File: config.mk
export PLATFORM = sky130hd
export DESIGN_NAME = button_press_hold_debouncer
export DESIGN_NICKNAME = d
export VERILOG_FILES = /design/src/hw/rtl/bphd_pkg.sv /design/src/hw/rtl/bphd_cfg.sv /design/src/hw/rtl/bphd_core.sv /design/src/hw/rtl/button_press_hold_debouncer.sv
export SDC_FILE = /design/constraint.sdc
export NUM_CORES = 1
export LEC_CHECK = 0
export BUFFER_PORTS_ARGS = -buffer_cell sky130_fd_sc_hd__buf_2
export CAP_MARGIN = 20
export CORE_MARGIN = 2
export CORE_UTILIZATION = 35
export CTS_BUF_LIST = sky130_fd_sc_hd__clkbuf_2 sky130_fd_sc_hd__clkbuf_4 sky130_fd_sc_hd__clkbuf_8
export DETAILED_ROUTE_END_ITERATION = 7
export HOLD_SLACK_MARGIN = 0.12
export PLACE_DENSITY = 0.59
export SYNTH_ARGS = -nofsm -noshare
export SYNTH_HDL_FRONTEND = slang
export SYNTH_SLANG_ARGS = --single-unit
File: constraint.sdc
create_clock -name clk -period 5.4 [get_ports clk]
set_input_delay 1.08 -clock clk [delete_from_list [all_inputs] [get_ports clk]]
set_output_delay 1.08 -clock clk [all_outputs]
set_load 0.01 [all_outputs]
File: src/hw/rtl/bphd_pkg.sv
// ----------------------------------------------------------------------------
// bphd_pkg
// Shared types and constants for the button press/hold debouncer.
// ----------------------------------------------------------------------------
package bphd_pkg;

    localparam int NUM_BUTTONS_DEF = 2;

    localparam int THR_W   = 4;
    localparam int COUNT_W = 5;
    localparam int STATE_W = 2;

    localparam int CFG_IDX_W  = 1;
    localparam int CFG_DATA_W = THR_W;

    localparam logic [CFG_IDX_W-1:0] REG_PUSH_THRESHOLD = 1'b0;
    localparam logic [CFG_IDX_W-1:0] REG_HOLD_THRESHOLD = 1'b1;

    localparam logic [THR_W-1:0] PUSH_THRESHOLD_RST = 4'd3;
    localparam logic [THR_W-1:0] HOLD_THRESHOLD_RST = 4'd8;

    localparam logic [COUNT_W-1:0] COUNT_MAX = '1;

    typedef struct packed {
        logic [THR_W-1:0] push;
        logic [THR_W-1:0] hold;
    } thr_t;

endpackage

File: src/hw/rtl/bphd_cfg.sv
// ----------------------------------------------------------------------------
// bphd_cfg
// Threshold registers written through the configuration channel.
// ----------------------------------------------------------------------------
module bphd_cfg
    import bphd_pkg::*;
(
    input  logic                  clk,
    input  logic                  rst_n,
    input  logic                  cfg_valid,
    output logic                  cfg_ready,
    input  logic [CFG_IDX_W-1:0]  cfg_index,
    input  logic [CFG_DATA_W-1:0] cfg_data,
    output thr_t                  thr
);

    thr_t thr_reg;

    assign cfg_ready = 1'b1;
    assign thr       = thr_reg;

    always_ff @(posedge clk or negedge rst_n)
    begin
        if (!rst_n)
        begin
            thr_reg.push <= PUSH_THRESHOLD_RST;
            thr_reg.hold <= HOLD_THRESHOLD_RST;
        end
        else if (cfg_valid && cfg_ready)
        begin
            case (cfg_index)
                REG_PUSH_THRESHOLD: thr_reg.push <= cfg_data;
                REG_HOLD_THRESHOLD: thr_reg.hold <= cfg_data;
                default:            thr_reg      <= thr_reg;
            endcase
        end
    end

endmodule

File: src/hw/rtl/bphd_core.sv
// ----------------------------------------------------------------------------
// bphd_core
// Per-button state, previous state and tick counter, with the next-state
// logic for one tick sample.
// ----------------------------------------------------------------------------
module bphd_core
    import bphd_pkg::*;
#(
    parameter int NUM_BUTTONS = NUM_BUTTONS_DEF,
    parameter int IDX_W       = (NUM_BUTTONS > 1) ? $clog2(NUM_BUTTONS) : 1
)
(
    input  logic               clk,
    input  logic               rst_n,
    input  logic               commit,
    input  logic [IDX_W-1:0]   idx,
    input  logic               pressed,
    input  thr_t               thr,
    output logic [STATE_W-1:0] result
);

    typedef enum logic [STATE_W-1:0] {
        ST_NONE     = 2'd0,
        ST_PUSHED   = 2'd1,
        ST_HELD     = 2'd2,
        ST_RELEASED = 2'd3
    } btn_state_t;

    btn_state_t         cur_reg  [NUM_BUTTONS];
    btn_state_t         prev_reg [NUM_BUTTONS];
    logic [COUNT_W-1:0] cnt_reg  [NUM_BUTTONS];

    logic               in_range;
    logic [IDX_W-1:0]   rd_idx;
    btn_state_t         st;
    btn_state_t         st_next;
    logic [COUNT_W-1:0] cnt;
    logic [COUNT_W-1:0] cnt_bump;
    logic [COUNT_W-1:0] cnt_next;

    assign in_range = ({{(32-IDX_W){1'b0}}, idx} < NUM_BUTTONS);
    assign rd_idx   = in_range ? idx : '0;
    assign st       = cur_reg[rd_idx];
    assign cnt      = (cur_reg[rd_idx] != prev_reg[rd_idx]) ? '0 : cnt_reg[rd_idx];
    assign cnt_bump = (cnt == COUNT_MAX) ? COUNT_MAX : cnt + 1'b1;

    always_comb
    begin
        st_next  = st;
        cnt_next = cnt;
        case (st)
            ST_NONE:
            begin
                cnt_next = pressed ? cnt_bump : '0;
                if (cnt_next > {1'b0, thr.push})
                    st_next = ST_PUSHED;
            end
            ST_RELEASED:
            begin
                st_next = ST_NONE;
            end
            ST_PUSHED:
            begin
                if (!pressed)
                    st_next = ST_RELEASED;
                else
                begin
                    cnt_next = cnt_bump;
                    if (cnt_bump > {1'b0, thr.hold})
                        st_next = ST_HELD;
                end
            end
            ST_HELD:
            begin
                if (!pressed)
                    st_next = ST_NONE;
            end
            default:
            begin
                st_next = ST_NONE;
            end
        endcase
    end

    assign result = in_range ? st_next : ST_NONE;

    always_ff @(posedge clk or negedge rst_n)
    begin
        if (!rst_n)
        begin
            for (int i = 0; i < NUM_BUTTONS; i++)
            begin
                cur_reg[i]  <= ST_NONE;
                prev_reg[i] <= ST_NONE;
                cnt_reg[i]  <= '0;
            end
        end
        else if (commit && in_range)
        begin
            cur_reg[rd_idx]  <= st_next;
            prev_reg[rd_idx] <= st;
            cnt_reg[rd_idx]  <= cnt_next;
        end
    end

endmodule

File: src/hw/rtl/button_press_hold_debouncer.sv
// ----------------------------------------------------------------------------
// button_press_hold_debouncer
// Per-button debouncer reporting none, pushed, held and released states.
// ----------------------------------------------------------------------------
// Each accepted tick sample names a button and its pressed level and yields
// one result beat with that button's new state. A sample is captured in an
// input register; once the output register is free, the button's state is
// updated and the result is captured in the output register. One sample is
// taken every cycle while the output side keeps up. A button index at or
// beyond NUM_BUTTONS leaves all state untouched and reports none.
// Threshold registers may be written only while no sample is in flight; a
// new threshold applies from the next sample on.
module button_press_hold_debouncer
    import bphd_pkg::*;
#(
    parameter int NUM_BUTTONS = NUM_BUTTONS_DEF,
    parameter int IDX_W       = (NUM_BUTTONS > 1) ? $clog2(NUM_BUTTONS) : 1
)
(
    input  logic                  clk,
    input  logic                  rst_n,
    input  logic                  in_valid,
    output logic                  in_ready,
    input  logic [IDX_W-1:0]      button_index,
    input  logic                  pressed,
    output logic                  out_valid,
    input  logic                  out_ready,
    output logic [STATE_W-1:0]    button_state,
    input  logic                  cfg_valid,
    output logic                  cfg_ready,
    input  logic [CFG_IDX_W-1:0]  cfg_index,
    input  logic [CFG_DATA_W-1:0] cfg_data
);

    thr_t               thr;
    logic               s1_valid_reg;
    logic [IDX_W-1:0]   s1_idx_reg;
    logic               s1_pressed_reg;
    logic               out_valid_reg;
    logic [STATE_W-1:0] out_state_reg;
    logic [STATE_W-1:0] result;
    logic               out_free;
    logic               s1_advance;

    assign out_free   = !out_valid_reg || out_ready;
    assign s1_advance = s1_valid_reg && out_free;
    assign in_ready   = !s1_valid_reg || out_free;

    assign out_valid    = out_valid_reg;
    assign button_state = out_state_reg;

    bphd_cfg u_cfg (
        .clk       (clk),
        .rst_n     (rst_n),
        .cfg_valid (cfg_valid),
        .cfg_ready (cfg_ready),
        .cfg_index (cfg_index),
        .cfg_data  (cfg_data),
        .thr       (thr)
    );

    bphd_core #(
        .NUM_BUTTONS (NUM_BUTTONS),
        .IDX_W       (IDX_W)
    ) u_core (
        .clk     (clk),
        .rst_n   (rst_n),
        .commit  (s1_advance),
        .idx     (s1_idx_reg),
        .pressed (s1_pressed_reg),
        .thr     (thr),
        .result  (result)
    );

    always_ff @(posedge clk or negedge rst_n)
    begin
        if (!rst_n)
        begin
            s1_valid_reg  <= 1'b0;
            out_valid_reg <= 1'b0;
        end
        else
        begin
            if (in_ready)
                s1_valid_reg <= in_valid;
            if (out_free)
                out_valid_reg <= s1_valid_reg;
        end
    end

    always_ff @(posedge clk)
    begin
        if (in_valid && in_ready)
        begin
            s1_idx_reg     <= button_index;
            s1_pressed_reg <= pressed;
        end
        if (s1_advance)
            out_state_reg <= result;
    end

endmodule

* Word-level counts from Yosys, hierarchy flattened
Index checks and enable logic that the tools add are counted.
Storage, ports and cells: output and inout port bits 5, word-level logic and storage cells 61, register bits after elaboration 32, input port bits 12
Operators by class: reduce and logical (&&, ||, !) cells 10, add/subtract/negate cells 1, eq/ne operators 5, order comparisons 4, bitwise logic cells 2, mux-type cells 26
Operators with widths (number):
- 5-bit two-way mux | 8
- 2-bit two-way mux | 11
- 10-bit bitwise mux | 1
- 5-bit by 4-bit greater-than comparator with 1-bit output | 2
- 5-bit one-hot mux with 2 select lines | 1
- 4-bit bitwise mux | 2
- 2-bit one-hot mux with 4 select lines | 1
- 5-bit by 1-bit adder with 5-bit output (second input constant) | 1
- 5-bit demux with 1-bit select | 1
- 5-bit == test (second input constant) | 1
- 2-bit == test (second input constant) | 2
- 2-bit AND reduction | 2
- 1-bit logical AND | 3
- 2-bit demux with 1-bit select | 1
- 2-bit by 1-bit == test with 1-bit output (second input constant) | 1
- 2-bit greater-or-equal comparator (second input constant) | 1
- 1-bit logical NOT | 2
- 2-bit logical NOT | 1
- 1-bit logical OR | 2
- 2-bit by 1-bit less-than comparator with 1-bit output (second input constant) | 1
- 2-bit != test | 1
- 1-bit NOT with 2-bit output | 1
- 1-bit NOT | 1

* Depth between registers and ports, before layout
Gate-level depths: netlist of run 1.
depth after elaboration 13, gate-level depth with buffers 12, gate-level depth less buffers 11

* Hierarchy
From an unflattened synthesis of run 1, not the netlist that was laid out.
Unflattened totals: cells, all modules 194, area total of the unflattened synthesis 2013.2 µm²
By module, submodules not included:
- bphd_core | cells an instance 162, times used 1, sequential area each 450.4 µm², area an instance 1448.9 µm²
- bphd_cfg | cells an instance 20, times used 1, sequential area each 203.9 µm², area an instance 340.3 µm²
- button_press_hold_debouncer | cells an instance 12, times used 1, sequential area each 170.2 µm², area an instance 224.0 µm²

* Worst setup path after synthesis of run 1
Ideal clock, no wire load.
path kind register to register, start register u_core.cur_reg[3] in the netlist's numbering, end register out_state_reg[1], in the netlist button_state[1] (data pin), data arrival time 2432 ps, cell stages (with the launch flop) 12, clock period less this slack 2691 ps, buffers on the path 1, required time 5141 ps, path slack 2709 ps, cell sequence dfrtp_1 buf_4 xor2_1 nor4b_4 o21ai_2 a221oi_4 ha_1 a211oi_1 o21ai_0 a21oi_1 a31oi_1 o21bai_1
On the way: word-level cells in the longest chain between the ends 11, elaborated cells between the ends (all ways) 20, those cells by class add/sub (1); order compare (2); eq/ne (5); mux (11); reduce/logical (1)
RTL lines:
- start: declaration | line bphd_core.sv:29 | btn_state_t cur_reg [NUM_BUTTONS];
- start signal: indexed assignment | line bphd_core.sv:100 | cur_reg[rd_idx] <= st_next;
- 2-bit two-way mux (implied by the code) (*) (3 in series) | line bphd_core.sv:43, bphd_core.sv:44
- 2-bit != test | line bphd_core.sv:44 | assign cnt = (cur_reg[rd_idx] != prev_reg[rd_idx]) ? '0 : cnt_reg[rd_idx];
- 5-bit two-way mux | line bphd_core.sv:44
- 5-bit by 1-bit adder with 5-bit output / 5-bit == test (equally long branches) | line bphd_core.sv:45 | assign cnt_bump = (cnt == COUNT_MAX) ? COUNT_MAX : cnt + 1'b1;
- 5-bit two-way mux | line bphd_core.sv:45
- 5-bit by 4-bit greater-than comparator with 1-bit output / 5-bit two-way mux (equally long branches) | line bphd_core.sv:69, bphd_core.sv:54
- 2-bit two-way mux / 5-bit by 4-bit greater-than comparator with 1-bit output (equally long branches) | line bphd_core.sv:69, bphd_core.sv:55
- 2-bit two-way mux, on equally long branches | line bphd_core.sv:64, bphd_core.sv:55
- 2-bit one-hot mux with 4 select lines (*) | line bphd_core.sv:51 | case (st)
- via result[1] | line button_press_hold_debouncer.sv:41 | logic [STATE_W-1:0] result;
- end signal: assignment | line button_press_hold_debouncer.sv:99 | out_state_reg <= result;
- end: declaration | line button_press_hold_debouncer.sv:40 | logic [STATE_W-1:0] out_state_reg;
Mark *: on every way through the listed nets, which the timed path passes. The rest lies on a longest branch. The select of a mux whose other input is x is not followed. A chain may end at the register's enable or synchronous reset.

* Worst setup path after layout of run 1
start register s1_idx_reg, end register out_state_reg[1], in the netlist button_state[1] (data pin)
On the way: word-level cells in the longest chain between the ends 12, elaborated cells between the ends (all ways) 27, those cells by class add/sub (1); order compare (2); eq/ne (5); mux (17); bitwise (1); reduce/logical (1)
RTL lines:
- start: declaration | line button_press_hold_debouncer.sv:37 | logic [IDX_W-1:0] s1_idx_reg;
- start signal: assignment | line button_press_hold_debouncer.sv:95 | s1_idx_reg <= button_index;
- 1-bit NOT with 2-bit output (implied by the code) (*) | line bphd_core.sv:43, bphd_core.sv:44
- 2-bit two-way mux, on equally long branches (3 in series) | line bphd_core.sv:43, bphd_core.sv:44
- 2-bit != test | line bphd_core.sv:44
- 5-bit two-way mux | line bphd_core.sv:44
- 5-bit by 1-bit adder with 5-bit output / 5-bit == test (equally long branches) | line bphd_core.sv:45
- 5-bit two-way mux | line bphd_core.sv:45
- 5-bit by 4-bit greater-than comparator with 1-bit output / 5-bit two-way mux (equally long branches) | line bphd_core.sv:69, bphd_core.sv:54
- 2-bit two-way mux / 5-bit by 4-bit greater-than comparator with 1-bit output (equally long branches) | line bphd_core.sv:69, bphd_core.sv:55
- 2-bit two-way mux, on equally long branches | line bphd_core.sv:64, bphd_core.sv:55
- 2-bit one-hot mux with 4 select lines (*) | line bphd_core.sv:51
- via result[1] | line button_press_hold_debouncer.sv:41
Marks and branches as above.

==> impl_results.md, run 1 <==
* Syn avg cell area at around 9.6 um^2
* Clk pwr share at 0.238
* DR pass1 iterations at 7
* Leak Pwr at 0.937 nW
* Hold Fails Final Rpt at 0
* Setup Crit Path Kind: reg -> reg
* Hold_sp: u_core.cnt_reg[8]$_DFFE_PN0P_
* Largest family of logic cells by synthesized area: compound AO/OA/AOI/OAI gates
* GPL Wtd Cong at 0.831
* Post-Syn Nets at roughly 220
* Max reg flops at 10
* Synth warn at 0
* Critical Path Source Type: flop
* Status: finished, final reports clean
* Worst R2R Setup Slack at about 2.1 ns
* Placed Instances at between 200 and 300
* Synth Register Bits at 32
* Clk Latency, worst-skew pair at 0.28 ns
* Syn Std Cell Area at between 1500 and 2000 um^2
* PD cells at between 400 and 500 nW/um^2
* Post-synthesis sequential area ratio at 0.423
* Starting Density at 0.358
* Number of H-tree levels at 2
* Leading area contributor after synthesis: dfrtp_1
* Vias in the first global route at 1461
* Initial DRC count at 119
* Post-Synth Simple-Gate Area at 0.190
* Clock Path Buffers at 2
* CP endpoint kind: flop
* Clock root buffer: clkbuf_8
* Worst r2r src: s1_idx_reg$_DFFE_PP_
* Peak Freq at around 300 MHz
* Clock transition at path regs at roughly 0.07 ns
* Post-synth top cells: nand2_1 (28), dfrtp_1 (25), nor2_1 (16)
* Worst reg2reg path depth at 10
* Tcrit/Tclk final at 0.603
* Place WS at 2.17 ns
* Die Y at between 70 and 80 um
* Peak VDD IR at between 0.2 and 0.25 mV
* Synth Instances at about 200
* Hold path endpoint: u_core.cnt_reg[8]$_DFFE_PN0P_
* Share of cells above drive strength 1 at 0.194
* Synth top area share at 0.321
* Post-synthesis async set-or-reset flop share at 0.875
* Chip width at 78.6 um
* Slew HR at 0.430
* Synth unique cells at 51
* Seq pwr share at 0.404
* Post-CTS setup buffer count at 0
* TNS Setup at 0 ns
* RSZ-0062 raised after global routing: no
* Hold crit path type: reg -> reg
* Routed len/inst at roughly 15 um
* Setup WS post-layout at roughly 2.1 ns
* Congestion Overflow GR at 0
* Gr usage total at 0.152
* Residual DRC count at 0
* Multi-input logic area at approximately 1000 um^2
* Placed Area at 2060 um^2
* Final-layout fill cell count at 536
* Final non-filler cell total at roughly 290
* P_int at about 0.58 mW
* Max-cap check violation count at 0
* Compound-cell area share of the yosys netlist at 0.208
* PortBufs at 15
* CTS Buf Count at 5
* Switch share at 0.382
* Final Max Slew Viols at 0
* Initial antenna violation count at 0
* Total number of vias at between 1500 and 2000
* Synth area leaders: dfrtp_1 (32%), edfxtp_1 (6.2%), nand2_1 (5.4%)
* Row cnt at 27
* Count leader, synth: nand2_1
* Worst-Margin Slew at about 0.86 ns
* Post-Synth Adder-Cell Area at 0.0514
* Top FF cell, synth: dfrtp_1
* Pin count of the biggest net entering global routing at 29
* Tmin final at 3.26 ns
* WHS Path Cells at 2
* Setup violators final at 0
* PostCTS Resize Cnt at 0
* Tightest hold margin at 0.505 ns
* First-pass GRT wire length at 7.20 mm
* FF-to-FF End: button_state[1]$_DFFE_PP_
* Nets at approximately 240
* WP data arrival at around 3.3 ns
* Final HPWL DP at approximately 3.2 mm
* Synth-to-Final Area Change at 11.2%
* EDFF count, synth at 4
* # hold bufs at CTS at 0
* Die area at 6180 um^2
* FF+latch area at around 820 um^2
* Clock sinks at 32
* Via/cell ratio at between 5 and 6
* CTS tree: built
* Psw at roughly 0.36 mW
* Final ANT Viol Nets at 0
* # diodes at 0
* Ports at 17
* XOR/XNOR Fraction of Synth Area at 0.0180
* Comb pwr share at 0.359
* Worst Clk Skew at between 0.008 and 0.009 ns
* Mux cell area share after synthesis at 0.0565
* Core Box Area at around 5400 um^2
* Crit path max fanout at 28
* Final instance area at 2170 um^2
* Routed WL at about 4.2 mm
* CP required at about 5.4 ns
[worst max path at each step]
| stage | startpoint | cells after the start | slack (ns) | endpoint |
|---|---|---|---|---|
| 2_1_floorplan | u_core.cur_reg[3]$_DFFE_PN0P_ | 11 | 2.71 | button_state[1]$_DFFE_PP_ |
| 5_1_grt | s1_idx_reg$_DFFE_PP_ | 10 | 1.83 | button_state[1]$_DFFE_PP_ |
| 3_5_place_dp | s1_idx_reg$_DFFE_PP_ | 10 | 2.17 | button_state[1]$_DFFE_PP_ |
| 4_1_cts | s1_idx_reg$_DFFE_PP_ | 10 | 2.18 | button_state[1]$_DFFE_PP_ |
| 3_3_place_gp | s1_idx_reg$_DFFE_PP_ | 10 | 2.24 | button_state[1]$_DFFE_PP_ |
| 6_report | s1_idx_reg$_DFFE_PP_ | 10 | 2.14 | button_state[1]$_DFFE_PP_ |
[through the flow]
stage	utilization	total power, mW
after floorplan	-	0.635
final	0.398	0.934
after global routing	0.398	1.01
after global placement	0.379	0.713
after CTS	0.398	0.942
after detailed placement	0.379	0.714
[power groups by stage]
stage	Combinational, mW	Sequential (mW)	Clock [mW]
CTS	0.337	0.375	0.230
global placement	0.335	0.378	0
finish	0.335	0.377	0.222
floorplan	0.296	0.339	0
global route	0.381	0.387	0.243
detailed placement	0.334	0.379	0
[critical path, cell delays in order, from the launching register on]
cell,delay (ns)
edfxtp_1,0.91
nand2_1,0.19
o22ai_2,0.30
nor4bb_2,0.44
nor2_1,0.12
ha_1,0.21
a211oi_1,0.20
o21ai_0,0.15
a21oi_1,0.15
a31oi_1,0.15
o21bai_1,0.19
[placed cells by master (no fill, tap or decap), drive strengths merged, types with 2 or more instances in the layout]
cell     count
and2         3
o211ai       3
nand3        2
a221o        2
a31o         2
dfstp        3
inv         12
and3         2
o21ai       13
or2          2
a211oi       3
mux2i        2
a21oi        7
a31oi        7
o2bb2ai      2
buf         15
a22o         4
nor3         4
ha           8
mux2         8
clkbuf       5
nor2b        2
nand2       28
nor2        16
o22ai        4
clkinv       2
nand2b       6
xor2         4
dfrtp       25
edfxtp       4
[cell type report]
type                            instances  area share
Tap cell                               72      0.0416
Clock inverter                          3      0.0173
Sequential cell                        32       0.381
Timing Repair Buffer                   15      0.0347
Multi-Input combinational cell        149       0.473
Inverter                               12      0.0208
Clock buffer                            5      0.0318
[routing by layer]
metal  vias up  GRT usage  share of wire
met3         6     0.0414          0.045
li1        746          -              -
met4         0     0.0421          0.014
met2        38      0.223           0.46
met1       714      0.218           0.49
met5         -          0              0
[logic make-up (layout without fill, tap and decap cells)]
| group | Yosys count | count (layout) |
|---|---|---|
| multiplexers | 10 | 10 |
| AO/OA/AOI/OAI | 55 | 55 |
| XOR/XNOR | 4 | 4 |
| flip-flops | 32 | 32 |
| adder cells (fa/ha/maj) | 8 | 8 |
| AND/OR/NAND/NOR | 71 | 71 |
| buffers and inverters | 22 | 35 |
| other | 1 | 1 |
Power figures use the tool's default switching activity.
==> run 2, diff against run 1 <==
- clock period: 5.4 -> 3.2 ns (I/O delays scaled with it)
==> impl_results.md, run 2 (synthesis gave the netlist of run 1 again) <==
* Pin count of the biggest net entering global routing at 29 (unchanged)
* Vias in the first global route at 1491 (was 1461)
* Max reg flops at 10 (unchanged)
* Clk pwr share at 0.244 (was 0.238)
* GPL Wtd Cong at 0.928 (was 0.831)
* P_int at 1.04 mW (was 0.577 mW)
* Core Box Area at 5440 um^2 (unchanged)
* Final Max Slew Viols at 0 (unchanged)
* Setup violators final at 0 (unchanged)
* Tcrit/Tclk final at 0.917 (was 0.603)
* CP endpoint kind: flop (unchanged)
* Final-layout fill cell count at 528 (was 536)
* Via/cell ratio at 5.21 (was 5.22)
* Psw at 0.626 mW (was 0.357 mW)
* Ports at 17 (unchanged)
* Setup Crit Path Kind: reg -> reg (unchanged)
* CTS tree: built (unchanged)
* Clk Latency, worst-skew pair at 0.29 ns (was 0.28 ns)
* PortBufs at 15 (unchanged)
* Clock root buffer: clkbuf_8 (unchanged)
* Final non-filler cell total at 299 (was 288)
* Comb pwr share at 0.398 (was 0.359)
* Most common cell after layout, fill and taps aside: nand2_1 (unchanged)
* WP data arrival at 2.97 ns (was 3.29 ns)
* Total number of vias at 1557 (was 1504)
* Seq pwr share at 0.358 (was 0.404)
* Hold Fails Final Rpt at 0 (unchanged)
* DR pass1 iterations at 6 (was 7)
* First-pass GRT wire length at 7.29 mm (was 7.20 mm)
* CP max-delay cell: nor4b_4 (was edfxtp_1)
* Clock transition at path regs at 0.08 ns (was 0.07 ns)
* Top delay family on crit path: compound AO/OA/AOI/OAI gates (unchanged)
* Initial antenna violation count at 0 (unchanged)
* Routed WL at 4.32 mm (was 4.22 mm)
* Worst Path Buf+Inv at 0 (unchanged)
* Worst path max stage delay at 0.43 ns (was 0.91 ns)
* CP required at 3.24 ns (was 5.44 ns)
* Tmin final at 2.93 ns (was 3.26 ns)
* Leak Pwr at 0.998 nW (was 0.937 nW)
* PD cells at 734 nW/um^2 (was 431 nW/um^2)
* Number of H-tree levels at 2 (unchanged)
* Placed Instances at 288 (was 280)
* Peak Freq at 341 MHz (was 307 MHz)
* Critical path cell sequence: xor2_1 > nor4b_4 > o21ai_2 > a221oi_4 > ha_1 > a211oi_1 > o21ai_0 > a21oi_1 > a31oi_1 > o21bai_1 (was nand2_1 > o22ai_2 > nor4bb_2 > nor2_1 > ha_1 > a211oi_1 > o21ai_0 > a21oi_1 > a31oi_1 > o21bai_1)
* Worst-Margin Slew at 0.618 ns (was 0.855 ns)
* Crit path max fanout at 5 (was 28)
* Die Y at 78.6 um (unchanged)
* Most frequent cells in the layout: nand2_1 (28), dfrtp_1 (25), nor2_1 (16) (unchanged)
* Gr usage total at 0.153 (was 0.152)
* Slew HR at 0.588 (was 0.430)
* Max-cap check violation count at 0 (unchanged)
* Clock sinks at 32 (unchanged)
* Hold crit path type: in -> async (was reg -> reg)
* Residual DRC count at 0 (unchanged)
* Status: finished, final reports clean (unchanged)
* Synth-to-Final Area Change at 16.2% (was 11.2%)
* Worst Clk Skew at 0.0118 ns (was 0.00859 ns)
* Nets at 246 (was 235)
* Switch share at 0.377 (was 0.382)
* TNS Setup at 0 ns (unchanged)
* Routed len/inst at 14.4 um (was 14.7 um)
* Final HPWL DP at 3.33 mm (was 3.21 mm)
* CTS Buf Count at 5 (unchanged)
* RSZ-0062 raised after global routing: no (unchanged)
* Final ANT Viol Nets at 0 (unchanged)
* Congestion Overflow GR at 0 (unchanged)
* Initial DRC count at 166 (was 119)
* Chip width at 78.6 um (unchanged)
* Share of cells above drive strength 1 at 0.242 (was 0.194)
* Die area at 6180 um^2 (unchanged)
* Starting Density at 0.358 (unchanged)
* Row cnt at 27 (unchanged)
* Peak VDD IR at 0.292 mV (was 0.224 mV)
* Critical Path Source Type: flop (unchanged)
* Clock Path Buffers at 2 (unchanged)
* # diodes at 0 (unchanged)
run 2: cell count changes in the layout (fill, tap and decap cells not counted):
cell	previous run	this run
buf_4	0	11
clkbuf_8	5	6
clkinv_1	2	1
nor3_1	3	2
nor3_2	1	2
run 2: worst paths after layout:
kind / startpoint / end / slack (ns) / cells past startpoint
worst min-delay path: rst_n / u_core.cur_reg[2]$_DFFE_PN0P_ / 0.36 / 1
max in group asynchronous: rst_n / u_core.cnt_reg[5]$_DFFE_PN0P_ / 2.43 / 1
worst min register to register: u_core.cnt_reg[8]$_DFFE_PN0P_ / u_core.cnt_reg[8]$_DFFE_PN0P_ / 0.50 / 2
worst max-delay path: u_core.cur_reg[3]$_DFFE_PN0P_ / button_state[1]$_DFFE_PP_ / 0.27 / 10
worst max register to register: u_core.cur_reg[3]$_DFFE_PN0P_ / button_state[1]$_DFFE_PP_ / 0.27 / 10
min in group clk: u_core.cnt_reg[8]$_DFFE_PN0P_ / u_core.cnt_reg[8]$_DFFE_PN0P_ / 0.50 / 2
run 2: final cells by class:
class	instances	area (um^2)	share of cell area
Timing Repair Buffer	26	158	0.0697
Tap cell	72	90.1	0.0398
Multi-Input combinational cell	149	1030	0.455
Clock inverter	2	33.8	0.0149
Inverter	12	45.0	0.0199
Clock buffer	6	82.6	0.0365
Sequential cell	32	825	0.364
run 2: power groups by stage:
| stage | combinational, mW | sequential (mW) | clock [mW] |
|---|---|---|---|
| final | 0.661 | 0.594 | 0.406 |
| after global routing | 0.740 | 0.607 | 0.428 |
| after CTS | 0.647 | 0.596 | 0.415 |
| after detailed placement | 0.644 | 0.603 | 0 |
| after global placement | 0.642 | 0.600 | 0 |
| after floorplan | 0.499 | 0.572 | 0 |
run 2: per-stage QoR:
step | power [mW] | hold slack (ns) | instance area (um^2) | setup slack, ns | util
after detailed placement | 1.25 | 0.489 | 2120 | 0.187 | 0.390
final | 1.66 | 0.359 | 2260 | 0.266 | 0.416
after global placement | 1.24 | 0.482 | 2120 | 0.247 | 0.390
after floorplan | 1.07 | 0.344 | 1950 | 0.509 | -
after global routing | 1.78 | 0.412 | 2260 | 0.00531 | 0.416
after CTS | 1.66 | 0.385 | 2240 | 0.173 | 0.411
run 2: metal layers:
metal  GRT usage  wire, um  up-vias
met5           0         0        -
met4      0.0368        53        0
met3      0.0345       160        8
met2       0.231      1950       45
met1       0.222      2160      737
li1            -         -      767
run 2: timing repair:
| item | CTS | global route |
|---|---|---|
| setup buffers | 0 | 3 |
| hold buffers | 0 | 0 |
| resized for setup | 0 | 1 |
| endpoints found under the setup margin | 0 | 4 |
